==> src/rtl/core/swg_pkg.sv <==
`timescale 1ns / 1ps
// ----------------------------------------------------------------------------
// swg_pkg
// Shared widths, constants and the sine table of the scaled waveform generator.
// ----------------------------------------------------------------------------
package swg_pkg;

    localparam int TABLE_POINTS = 50;
    localparam int HALF_POINTS  = 25;

    localparam int PHASE_W    = 6;
    localparam int CODE_W     = 12;
    localparam int CNT_W      = 23;
    localparam int SHAPE_W    = 2;
    localparam int VPP_W      = 17;
    localparam int FREQ_W     = 16;
    localparam int VEFF_W     = 15;
    localparam int CFG_IDX_W  = 2;
    localparam int CFG_DATA_W = 17;
    localparam int DIV_W      = 27;
    localparam int DEN_W      = 16;
    localparam int DIV_CNT_W  = 5;
    localparam int RCP_W      = 28;
    localparam int RCP_SHIFT  = 42;
    localparam int QUO_W      = DIV_W + RCP_W - RCP_SHIFT;

    localparam logic [VEFF_W-1:0] VPP_MAX      = 15'd19800;
    localparam logic [VPP_W-1:0]  VPP_MAX_REQ  = 17'd19800;
    localparam logic [VPP_W-1:0]  ATTEN_LIMIT  = 17'd900;
    localparam logic [VEFF_W-1:0] ATTEN_LIMIT_V = 15'd900;
    localparam logic [VEFF_W-1:0] ATTEN_GAIN   = 15'd20;
    localparam logic [CODE_W-1:0] CODE_MAX     = 12'd4095;
    localparam logic [DEN_W-1:0]  DEN_VPP      = 16'd19800;
    localparam logic [DEN_W-1:0]  DEN_HALF_PTS = 16'd25;
    localparam logic [DEN_W-1:0]  DEN_ONE      = 16'd1;
    localparam logic [DEN_W-1:0]  TRI_SCALE    = DEN_VPP / DEN_HALF_PTS;
    // reciprocal of 19800, exact for dividends below 2**27
    localparam logic [RCP_W-1:0]  RCP_VPP      =
        RCP_W'(((64'd1 << RCP_SHIFT) + 64'(DEN_VPP) - 64'd1) / 64'(DEN_VPP));
    localparam logic [DIV_W-1:0]  TICKS_PER_CYCLE  = 27'd4800000;
    localparam logic [DIV_W-1:0]  TICKS_PER_CYCLE_C = 27'd48000;
    localparam logic [FREQ_W-1:0] LOW_FREQ     = 16'd100;
    localparam logic [CNT_W-1:0]  LOW_FREQ_MUL = 23'd100;
    localparam logic [DIV_CNT_W-1:0] DIV_STEPS = 5'd27;

    localparam logic [SHAPE_W-1:0] SHAPE_SINE     = 2'd0;
    localparam logic [SHAPE_W-1:0] SHAPE_SQUARE   = 2'd1;
    localparam logic [SHAPE_W-1:0] SHAPE_TRIANGLE = 2'd2;

    localparam logic [CFG_IDX_W-1:0] CFG_WAVE_SHAPE  = 2'd0;
    localparam logic [CFG_IDX_W-1:0] CFG_VPP_REQUEST = 2'd1;
    localparam logic [CFG_IDX_W-1:0] CFG_FREQ_HZ     = 2'd2;

    localparam logic [CODE_W-1:0] SINE_TABLE [TABLE_POINTS] = '{
        12'd2048, 12'd2304, 12'd2557, 12'd2801, 12'd3034, 12'd3251, 12'd3449, 12'd3625,
        12'd3776, 12'd3900, 12'd3995, 12'd4059, 12'd4091, 12'd4091, 12'd4059, 12'd3995,
        12'd3900, 12'd3776, 12'd3625, 12'd3449, 12'd3251, 12'd3034, 12'd2801, 12'd2557,
        12'd2304, 12'd2048, 12'd1791, 12'd1538, 12'd1294, 12'd1061, 12'd844,  12'd646,
        12'd470,  12'd319,  12'd195,  12'd100,  12'd36,   12'd4,    12'd4,    12'd36,
        12'd100,  12'd195,  12'd319,  12'd470,  12'd646,  12'd844,  12'd1061, 12'd1294,
        12'd1538, 12'd1791
    };

endpackage

==> src/rtl/core/swg_ram.sv <==
`timescale 1ns / 1ps
// ----------------------------------------------------------------------------
// swg_ram
// Generic single-write, single-read RAM with registered read data.
// ----------------------------------------------------------------------------
module swg_ram #(
    parameter int WIDTH = 12,
    parameter int DEPTH = 50
) (
    input  logic                     aclk,
    input  logic                     we,
    input  logic [$clog2(DEPTH)-1:0] waddr,
    input  logic [WIDTH-1:0]         wdata,
    input  logic                     re,
    input  logic [$clog2(DEPTH)-1:0] raddr,
    output logic [WIDTH-1:0]         rdata
);

    logic [WIDTH-1:0] mem [DEPTH];
    logic [WIDTH-1:0] rdata_reg;

    always_ff @(posedge aclk) begin
        if (we) begin
            mem[waddr] <= wdata;
        end
        if (re) begin
            rdata_reg <= mem[raddr];
        end
    end

    assign rdata = rdata_reg;

endmodule

==> src/rtl/core/scaled_waveform_generator.sv <==
`timescale 1ns / 1ps
// ----------------------------------------------------------------------------
// scaled_waveform_generator
// 50-point sine/square/triangle DAC code source with amplitude scaling.
// ----------------------------------------------------------------------------
// One transaction on the s_ channel is one base-clock tick; each yields one
// result transaction, passing the registered RAM read and the output
// register, and a new tick is taken every cycle while the m_ side keeps up.
// The scaled waveform lives in a 50-entry code RAM read once per tick. After
// reset and after every write to a defined register the block rebuilds the
// sample period and the code RAM: one bit-serial division for the period,
// then the offset, the full-scale level and the 50 table points, whose
// constant divisions use a reciprocal multiplication; during the rebuild
// s_ready and cfg_ready are low.
// ----------------------------------------------------------------------------
module scaled_waveform_generator (
    input  logic                              aclk,
    input  logic                              aresetn,
    input  logic                              s_valid,
    output logic                              s_ready,
    input  logic                              s_tick,
    input  logic                              s_run,
    output logic                              m_valid,
    input  logic                              m_ready,
    output logic [swg_pkg::CODE_W-1:0]        m_dac_code,
    output logic                              m_sample_strobe,
    output logic [swg_pkg::PHASE_W-1:0]       m_phase_index,
    output logic                              m_attenuator_on,
    input  logic                              cfg_valid,
    output logic                              cfg_ready,
    input  logic [swg_pkg::CFG_IDX_W-1:0]     cfg_index,
    input  logic [swg_pkg::CFG_DATA_W-1:0]    cfg_data
);
    import swg_pkg::*;

    typedef enum logic [4:0] {
        ST_PERIOD = 5'b00001,
        ST_OFFSET = 5'b00010,
        ST_SCALE  = 5'b00100,
        ST_POINT  = 5'b01000,
        ST_RUN    = 5'b10000
    } fsm_t;

    fsm_t fsm_reg, fsm_next;

    logic [SHAPE_W-1:0] shape_reg;
    logic [VPP_W-1:0]   vpp_reg;
    logic [FREQ_W-1:0]  freq_reg;

    logic [CNT_W-1:0]   period_reg, period_next;
    logic [CODE_W-1:0]  offset_reg, offset_next;
    logic [CODE_W-1:0]  high_reg, high_next;
    logic [PHASE_W-1:0] fill_idx_reg, fill_idx_next;

    logic [PHASE_W-1:0] phase_reg, phase_next;
    logic [CNT_W-1:0]   tick_cnt_reg, tick_cnt_next;

    logic               pend_reg, pend_next;
    logic               pend_strobe_reg, pend_strobe_next;
    logic [PHASE_W-1:0] pend_phase_reg;
    logic               pend_atten_reg;

    logic               m_valid_reg, m_valid_next;
    logic [CODE_W-1:0]  m_code_reg;
    logic               m_strobe_reg;
    logic [PHASE_W-1:0] m_phase_reg;
    logic               m_atten_reg;

    logic                 div_pend_reg, div_pend_next;
    logic [DIV_CNT_W-1:0] div_cnt_reg, div_cnt_next;
    logic [DIV_W-1:0]     div_quo_reg, div_quo_next;
    logic [DEN_W-1:0]     div_rem_reg, div_rem_next;
    logic [DEN_W-1:0]     div_den_reg, div_den_next;
    logic                 div_load;
    logic [DIV_W-1:0]     div_dividend;
    logic [DEN_W-1:0]     div_divisor;
    logic [DEN_W:0]       div_trial;
    logic                 div_ge;

    logic [DIV_W-1:0]       rcp_num_reg, rcp_num_next;
    logic [DIV_W+RCP_W-1:0] rcp_prod;
    logic [QUO_W-1:0]       rcp_quo;

    logic [VEFF_W-1:0]  vclamp, veff, vdiff;
    logic [CODE_W-1:0]  span, quo_code, sine_s;
    logic [4:0]         tri_k;
    logic [DEN_W-1:0]   tri_mul;
    logic [CNT_W:0]     cnt_inc;
    logic               period_hit;
    logic [FREQ_W-1:0]  q16;
    logic [CNT_W-1:0]   period_calc;

    logic               accept, cfg_acc, out_load;
    logic               ram_we;
    logic [CODE_W-1:0]  ram_wdata, ram_rdata;

    assign vclamp = (vpp_reg >= VPP_MAX_REQ) ? VPP_MAX : vpp_reg[VEFF_W-1:0];
    assign veff   = (vclamp <= ATTEN_LIMIT_V) ? VEFF_W'(vclamp * ATTEN_GAIN) : vclamp;
    assign vdiff  = VPP_MAX - veff;
    assign span   = high_reg - offset_reg;
    assign tri_k  = (fill_idx_reg < PHASE_W'(HALF_POINTS))
                    ? fill_idx_reg[4:0] : 5'(fill_idx_reg - PHASE_W'(HALF_POINTS));
    assign tri_mul = DEN_W'(tri_k) * TRI_SCALE;

    // numerator / 19800 by reciprocal multiplication
    assign rcp_prod = (DIV_W+RCP_W)'(rcp_num_reg) * (DIV_W+RCP_W)'(RCP_VPP);
    assign rcp_quo  = rcp_prod[DIV_W+RCP_W-1:RCP_SHIFT];
    assign quo_code = rcp_quo[CODE_W-1:0];
    assign sine_s   = (rcp_quo > QUO_W'(CODE_MAX)) ? CODE_MAX : quo_code;
    assign q16      = div_quo_reg[FREQ_W-1:0];

    always_comb begin
        if (freq_reg < LOW_FREQ) begin
            period_calc = CNT_W'(CNT_W'(q16) * LOW_FREQ_MUL);
        end else begin
            period_calc = CNT_W'(q16);
        end
        if (period_calc == '0) begin
            period_calc = CNT_W'(1);
        end
    end

    assign out_load  = pend_reg && (!m_valid_reg || m_ready);
    assign s_ready   = (fsm_reg == ST_RUN) && (!pend_reg || out_load);
    assign cfg_ready = (fsm_reg == ST_RUN);
    assign accept    = s_valid && s_ready;
    assign cfg_acc   = cfg_valid && cfg_ready;

    assign cnt_inc    = {1'b0, tick_cnt_reg} + (CNT_W+1)'(1);
    assign period_hit = cnt_inc >= {1'b0, period_reg};

    // sequencer and tick datapath
    always_comb begin
        fsm_next         = fsm_reg;
        period_next      = period_reg;
        offset_next      = offset_reg;
        high_next        = high_reg;
        fill_idx_next    = fill_idx_reg;
        phase_next       = phase_reg;
        tick_cnt_next    = tick_cnt_reg;
        pend_strobe_next = pend_strobe_reg;
        div_pend_next    = div_pend_reg;
        div_load         = 1'b0;
        div_dividend     = '0;
        div_divisor      = DEN_ONE;
        rcp_num_next     = rcp_num_reg;
        ram_we           = 1'b0;
        ram_wdata        = '0;

        unique case (fsm_reg)
            ST_PERIOD: begin
                if (!div_pend_reg) begin
                    div_load      = 1'b1;
                    div_pend_next = 1'b1;
                    div_dividend  = (freq_reg < LOW_FREQ) ? TICKS_PER_CYCLE_C : TICKS_PER_CYCLE;
                    div_divisor   = (freq_reg == '0) ? DEN_ONE : freq_reg;
                end else if (div_cnt_reg == '0) begin
                    div_pend_next = 1'b0;
                    period_next   = period_calc;
                    fsm_next      = ST_OFFSET;
                end
            end
            ST_OFFSET: begin
                if (!div_pend_reg) begin
                    div_pend_next = 1'b1;
                    rcp_num_next  = (DIV_W'(vdiff) * DIV_W'(CODE_MAX)) >> 1;
                end else begin
                    div_pend_next = 1'b0;
                    offset_next   = quo_code;
                    fsm_next      = ST_SCALE;
                end
            end
            ST_SCALE: begin
                if (!div_pend_reg) begin
                    div_pend_next = 1'b1;
                    rcp_num_next  = DIV_W'(veff) * DIV_W'(CODE_MAX);
                end else begin
                    div_pend_next = 1'b0;
                    high_next     = quo_code + offset_reg;
                    fill_idx_next = '0;
                    fsm_next      = ST_POINT;
                end
            end
            ST_POINT: begin
                if (!div_pend_reg) begin
                    div_pend_next = 1'b1;
                    if (shape_reg == SHAPE_SQUARE) begin
                        rcp_num_next = '0;
                    end else if (shape_reg == SHAPE_TRIANGLE) begin
                        rcp_num_next = DIV_W'(span) * DIV_W'(tri_mul);
                    end else begin
                        rcp_num_next = DIV_W'(SINE_TABLE[fill_idx_reg]) * DIV_W'(veff);
                    end
                end else begin
                    div_pend_next = 1'b0;
                    ram_we        = 1'b1;
                    if (shape_reg == SHAPE_SQUARE) begin
                        ram_wdata = (fill_idx_reg < PHASE_W'(HALF_POINTS)) ? offset_reg : high_reg;
                    end else if (shape_reg == SHAPE_TRIANGLE) begin
                        ram_wdata = (fill_idx_reg < PHASE_W'(HALF_POINTS))
                                    ? offset_reg + quo_code : high_reg - quo_code;
                    end else begin
                        ram_wdata = sine_s + offset_reg;
                    end
                    if (fill_idx_reg == PHASE_W'(TABLE_POINTS - 1)) begin
                        fill_idx_next = '0;
                        fsm_next      = ST_RUN;
                    end else begin
                        fill_idx_next = fill_idx_reg + PHASE_W'(1);
                    end
                end
            end
            ST_RUN: begin
                if (accept) begin
                    pend_strobe_next = 1'b0;
                    if (!s_run) begin
                        phase_next    = '0;
                        tick_cnt_next = '0;
                    end else if (s_tick) begin
                        if (period_hit) begin
                            tick_cnt_next    = '0;
                            pend_strobe_next = 1'b1;
                            phase_next = (phase_reg == PHASE_W'(TABLE_POINTS - 1))
                                         ? '0 : phase_reg + PHASE_W'(1);
                        end else begin
                            tick_cnt_next = cnt_inc[CNT_W-1:0];
                        end
                    end
                end
                if (cfg_acc && (cfg_index == CFG_WAVE_SHAPE || cfg_index == CFG_VPP_REQUEST
                                || cfg_index == CFG_FREQ_HZ)) begin
                    fsm_next = ST_PERIOD;
                end
            end
            default: begin
                fsm_next = ST_PERIOD;
            end
        endcase
    end

    // restoring divider, one quotient bit per cycle
    always_comb begin
        div_trial    = {div_rem_reg, div_quo_reg[DIV_W-1]};
        div_ge       = div_trial >= {1'b0, div_den_reg};
        div_cnt_next = div_cnt_reg;
        div_quo_next = div_quo_reg;
        div_rem_next = div_rem_reg;
        div_den_next = div_den_reg;
        if (div_load) begin
            div_cnt_next = DIV_STEPS;
            div_quo_next = div_dividend;
            div_rem_next = '0;
            div_den_next = div_divisor;
        end else if (div_cnt_reg != '0) begin
            div_cnt_next = div_cnt_reg - DIV_CNT_W'(1);
            div_quo_next = {div_quo_reg[DIV_W-2:0], div_ge};
            div_rem_next = div_ge ? DEN_W'(div_trial - {1'b0, div_den_reg})
                                  : div_trial[DEN_W-1:0];
        end
    end

    assign pend_next    = accept ? 1'b1 : (out_load ? 1'b0 : pend_reg);
    assign m_valid_next = out_load ? 1'b1 : (m_ready ? 1'b0 : m_valid_reg);

    always_ff @(posedge aclk) begin
        if (!aresetn) begin
            fsm_reg      <= ST_PERIOD;
            shape_reg    <= SHAPE_SINE;
            vpp_reg      <= 17'd10000;
            freq_reg     <= 16'd1000;
            phase_reg    <= '0;
            tick_cnt_reg <= '0;
            pend_reg     <= 1'b0;
            m_valid_reg  <= 1'b0;
            div_pend_reg <= 1'b0;
            div_cnt_reg  <= '0;
            fill_idx_reg <= '0;
        end else begin
            fsm_reg      <= fsm_next;
            phase_reg    <= phase_next;
            tick_cnt_reg <= tick_cnt_next;
            pend_reg     <= pend_next;
            m_valid_reg  <= m_valid_next;
            div_pend_reg <= div_pend_next;
            div_cnt_reg  <= div_cnt_next;
            fill_idx_reg <= fill_idx_next;
            if (cfg_acc) begin
                unique case (cfg_index)
                    CFG_WAVE_SHAPE:  shape_reg <= cfg_data[SHAPE_W-1:0];
                    CFG_VPP_REQUEST: vpp_reg   <= cfg_data[VPP_W-1:0];
                    CFG_FREQ_HZ:     freq_reg  <= cfg_data[FREQ_W-1:0];
                    default: begin
                    end
                endcase
            end
        end
    end

    always_ff @(posedge aclk) begin
        period_reg   <= period_next;
        offset_reg   <= offset_next;
        high_reg     <= high_next;
        div_quo_reg  <= div_quo_next;
        div_rem_reg  <= div_rem_next;
        div_den_reg  <= div_den_next;
        rcp_num_reg  <= rcp_num_next;
        if (accept) begin
            pend_strobe_reg <= pend_strobe_next;
            pend_phase_reg  <= phase_next;
            pend_atten_reg  <= (vpp_reg <= ATTEN_LIMIT);
        end
        if (out_load) begin
            m_code_reg   <= ram_rdata;
            m_strobe_reg <= pend_strobe_reg;
            m_phase_reg  <= pend_phase_reg;
            m_atten_reg  <= pend_atten_reg;
        end
    end

    swg_ram #(
        .WIDTH(CODE_W),
        .DEPTH(TABLE_POINTS)
    ) u_code_ram (
        .aclk  (aclk),
        .we    (ram_we),
        .waddr (fill_idx_reg),
        .wdata (ram_wdata),
        .re    (accept),
        .raddr (phase_next),
        .rdata (ram_rdata)
    );

    assign m_valid         = m_valid_reg;
    assign m_dac_code      = m_code_reg;
    assign m_sample_strobe = m_strobe_reg;
    assign m_phase_index   = m_phase_reg;
    assign m_attenuator_on = m_atten_reg;

`ifndef SYNTHESIS
    assert property (@(posedge aclk) disable iff (!aresetn)
        s_ready |-> (fsm_reg == ST_RUN))
        else $error("tick transaction taken while code table is rebuilt");

    assert property (@(posedge aclk) disable iff (!aresetn)
        phase_reg < PHASE_W'(TABLE_POINTS))
        else $error("phase out of table range");

    assert property (@(posedge aclk) disable iff (!aresetn)
        (accept && !s_run) |=> (phase_reg == '0 && tick_cnt_reg == '0))
        else $error("stop did not clear phase and counter");

    assert property (@(posedge aclk) disable iff (!aresetn)
        (cfg_acc && cfg_index == CFG_FREQ_HZ) |=> (fsm_reg == ST_PERIOD && !s_ready))
        else $error("frequency write did not start a rebuild");

    assert property (@(posedge aclk) disable iff (!aresetn)
        out_load |=> m_valid_reg)
        else $error("pending result lost");
`endif

endmodule
==> config.mk <==
export PLATFORM = sky130hd
export DESIGN_NAME = scaled_waveform_generator
export DESIGN_NICKNAME = d
export VERILOG_FILES = /design/src/rtl/core/swg_pkg.sv /design/src/rtl/core/swg_ram.sv /design/src/rtl/core/scaled_waveform_generator.sv
export SDC_FILE = /design/constraint.sdc
export NUM_CORES = 2
export LEC_CHECK = 0
export ABC_AREA = 1
export BUFFER_PORTS_ARGS = -buffer_cell sky130_fd_sc_hd__buf_2
export CAP_MARGIN = 30
export CORE_MARGIN = 2
export CORE_UTILIZATION = 40
export DETAILED_ROUTE_END_ITERATION = 6
export SYNTH_ARGS = -nofsm -noshare
export SYNTH_HDL_FRONTEND = slang
export SYNTH_HIERARCHICAL = 1
export SYNTH_SLANG_ARGS = --single-unit
==> constraint.sdc <==
create_clock -name aclk -period 16.8 [get_ports aclk]
set_input_delay 0 -clock aclk [delete_from_list [all_inputs] [get_ports aclk]]
set_output_delay 0 -clock aclk [all_outputs]
set_load 0.03 [all_outputs]
==> results.yml <==
timing:
  finalCritPeriodShare_pct: 62.2
  worst_pin_slew_ns: 1.05
  period_minus_slack_ns: 10.44
  clock.fmax_mhz: 95.8
  finalSetupViolations: 0
  report.final.slew_viol_count: 0
  tns_ns: 0
  skew_ns: 0.0849
  final_hold_viol_count: 0
  slew_headroom_pct: 30.1
  rsz0062_at_grt: "no"
die:
  core_um2: 183000
  io_pins: 49
  initial_utilization_pct: 40.4
  dieArea_um2: 189000
  die_x_um: 434
  die_y_um: 434
  rows: 157
hold_path:
  min_path_type: "in2reg"
critical_path:
  cp.arrival_ns: 10.93
  crit_slowest_cell: "inv_1"
  critPathMaxFanout: 33
  r2r-end: "rcp_num_reg[24]"
  crit_top_cell: "inv_1"
  crit_path_end: "rcp_num_reg[24]"
  cpPeakStageDelay_ns: 0.74
  reg2reg_setup_slack_ns: 6.36
  critPathLaunch: "fill_idx_reg[0]"
  cp-end-kind: "flop"
  start_kind: "flop"
  path_class: "reg2reg"
  timing.rr.start: "fill_idx_reg[0]"
  rr_worst_depth: 42
  worstPathRequired_ns: 17.29
place:
  io_buffers: 48
  dp_cells: 10500
  place_area_um2: 77500
  dp_hpwl_um: 157000
  gp_congestion: 0.935
finish:
  synthToLayoutAreaGrowth_pct: 9.18
  largest_register_ffs: 600
  design_area_um2: 80900
  layout-drive-gt1-share_pct: 5.21
  nNetsFinal: 9629
  multi_input_area_um2: 42400
  seq_area_um2: 24700
  instances_no_fill: 10700
  fillers: 17800
route:
  drt_iter0_markers: 4906
  ant_nets: 0
  drcViolationCount: 0
  wirelength_um: 207000
  detail_route.first_pass.iterations: 6
  vias: 55300
  post_drt_via_cell_ratio: 5.17
  routedWlPerCell_um: 19.4
cts:
  hold_buffers: 48
  h-tree-depth: 3
  clkSlewWorstSetupHoldPaths_ns: 0.07
  cts_setup_buffers: 0
  cts_buffer_depth: 3
  cts_root_buf: "clkbuf_16"
  worstSkewPairLatency_ns: 0.76
  cts_resized: 0
  cts_sinks: 856
  cts_buffers: 92
  cts_tree: "built"
outcome:
  status: "finished clean"
yosys:
  syn_area_per_cell_um2: 9.19
  ys_ff_latch: 856
  synth_async_sr_flop_share_pct: 0
  ys_types: 74
  syn_nets: 9541
  yosysWarningCount: 6
  seq_area_frac_synth_pct: 33.4
  syn_inst: 8059
  syn_area_um2: 74100
  synth_edf_count: 757
  synth_ff_type: "edfxtp_1"
grt:
  grt_pass1_vias: 55400
  grt_max_degree: 198
  grt_first_pass_wirelength_um: 323000
  track_usage_pct: 22.2
  antenna_found_initial: 5
  gr-total-overflow: 0
flow_run:
  drv_cap: 0
[layer usage]
metal / global-route usage, % / wire (um) / up-vias / part of all wire, %
li1: - / - / 26200 / -
met1: 31.9 / 94500 / 27200 / 46
met2: 34.9 / 93700 / 1611 / 45
met3: 3.29 / 13600 / 243 / 6.6
met4: 5.66 / 5300 / 8 / 2.6
met5: 0 / 56 / - / 0.027
[layout by cell type, fill, tap and decap left out, types with 46 or more instances in the layout]
| cell type | n |
|---|---|
| a21oi_1 | 381 |
| buf_2 | 48 |
| buf_4 | 86 |
| clkbuf_16 | 92 |
| dfxtp_1 | 99 |
| dlygate4sd3_1 | 48 |
| edfxtp_1 | 757 |
| fa_1 | 728 |
| ha_1 | 728 |
| inv_1 | 1524 |
| nand2_1 | 1561 |
| nand3_1 | 550 |
| nand4_1 | 46 |
| nor2_1 | 552 |
| nor3_1 | 61 |
| o211ai_1 | 57 |
| o21ai_0 | 290 |
| xor2_1 | 87 |
[critical path, delay by kind of cell, from the launching register on]
kind	cells	cell delay [ns]
flops	1	0.71
buf+inv	13	2.26
xor+xnor	2	0.57
compound gates	7	1.46
simple gates	9	1.09
fa+ha+maj	11	4.13
[how the worst min path moves through the flow]
stage,from,endpoint,slack [ns],depth (start not counted)
finish,cfg_data[10],freq_reg[10],0.16,4
global route,cfg_data[4],freq_reg[4],0.17,4
CTS,m_ready,m_valid,0.1,5
detailed placement,cfg_data[16],vpp_reg[16],0.25,3
global placement,cfg_data[16],vpp_reg[16],0.24,3
floorplan,cfg_data[13],vpp_reg[13],0.13,2
[synthesized netlist by cell type (5+ instances only)]
cell type	count	area [um^2]
nand3_1	550	2750
o2111ai_1	10	87.6
nand4_1	46	288
inv_1	1530	5740
o211ai_1	57	428
or2_2	38	238
o21ai_0	293	1470
nand2_2	15	93.8
fa_1	728	14600
a32o_1	5	50.1
buf_1	33	124
ha_1	728	9110
clkbuf_1	102	383
o21a_1	11	82.6
o221ai_1	6	52.6
buf_6	22	248
nand3b_1	11	82.6
a2111oi_0	5	43.8
edfxtp_1	757	22700
a21o_1	23	173
dfxtp_1	99	1980
xor2_1	87	762
buf_2	47	235
o31ai_1	7	52.6
nor4_1	13	81.3
a21boi_0	12	90.1
o21bai_1	17	128
nand2_1	1564	5870
o21ai_1	17	85.1
xnor2_1	43	377
a211oi_1	25	188
buf_4	8	60.1
clkinv_1	21	78.8
a21oi_1	383	1920
inv_2	17	63.8
a31oi_1	27	169
nor2_1	557	2090
nor3_1	63	315
nor2_2	8	50.1
[through the flow]
step                      hold WS, ns  util, %  setup slack, ns
final                           0.164     44.1             6.36
after CTS                      0.0984     44.1             6.47
after floorplan                 0.126        -             4.73
after global routing            0.174     44.1             5.46
after global placement          0.245     42.0             6.29
after detailed placement        0.253     42.2             6.48
[kinds of logic (layout without fill, tap and decap cells)]
kind of cell / Yosys count / after routing / share of synthesized area, %
AOI/OAI and AO/OA: 937 / 937 / 7.26
other: 0 / 2 / 0
and+or+nand+nor: 2891 / 2891 / 16.4
xor gates and xnor gates: 132 / 132 / 1.58
DFF: 856 / 856 / 33.4
buffers and inverters: 1787 / 1946 / 9.47
adders and majority gates: 1456 / 1456 / 32.0
[cell type report]
| class | instances | share of cell area, % |
|---|---|---|
| Inverter | 1572 | 7.32 |
| Multi-Input combinational cell | 5416 | 52.5 |
| Clock buffer | 114 | 2.97 |
| Sequential cell | 856 | 30.6 |
| Antenna cell | 2 | 0.00619 |
| Tap cell | 2464 | 3.81 |
| Timing Repair Buffer | 209 | 2.19 |
| Clock inverter | 51 | 0.665 |
Power is left out: the tool's default activity adds up to more than one toggle a clock period on the data nets, which glitch-free logic cannot reach.
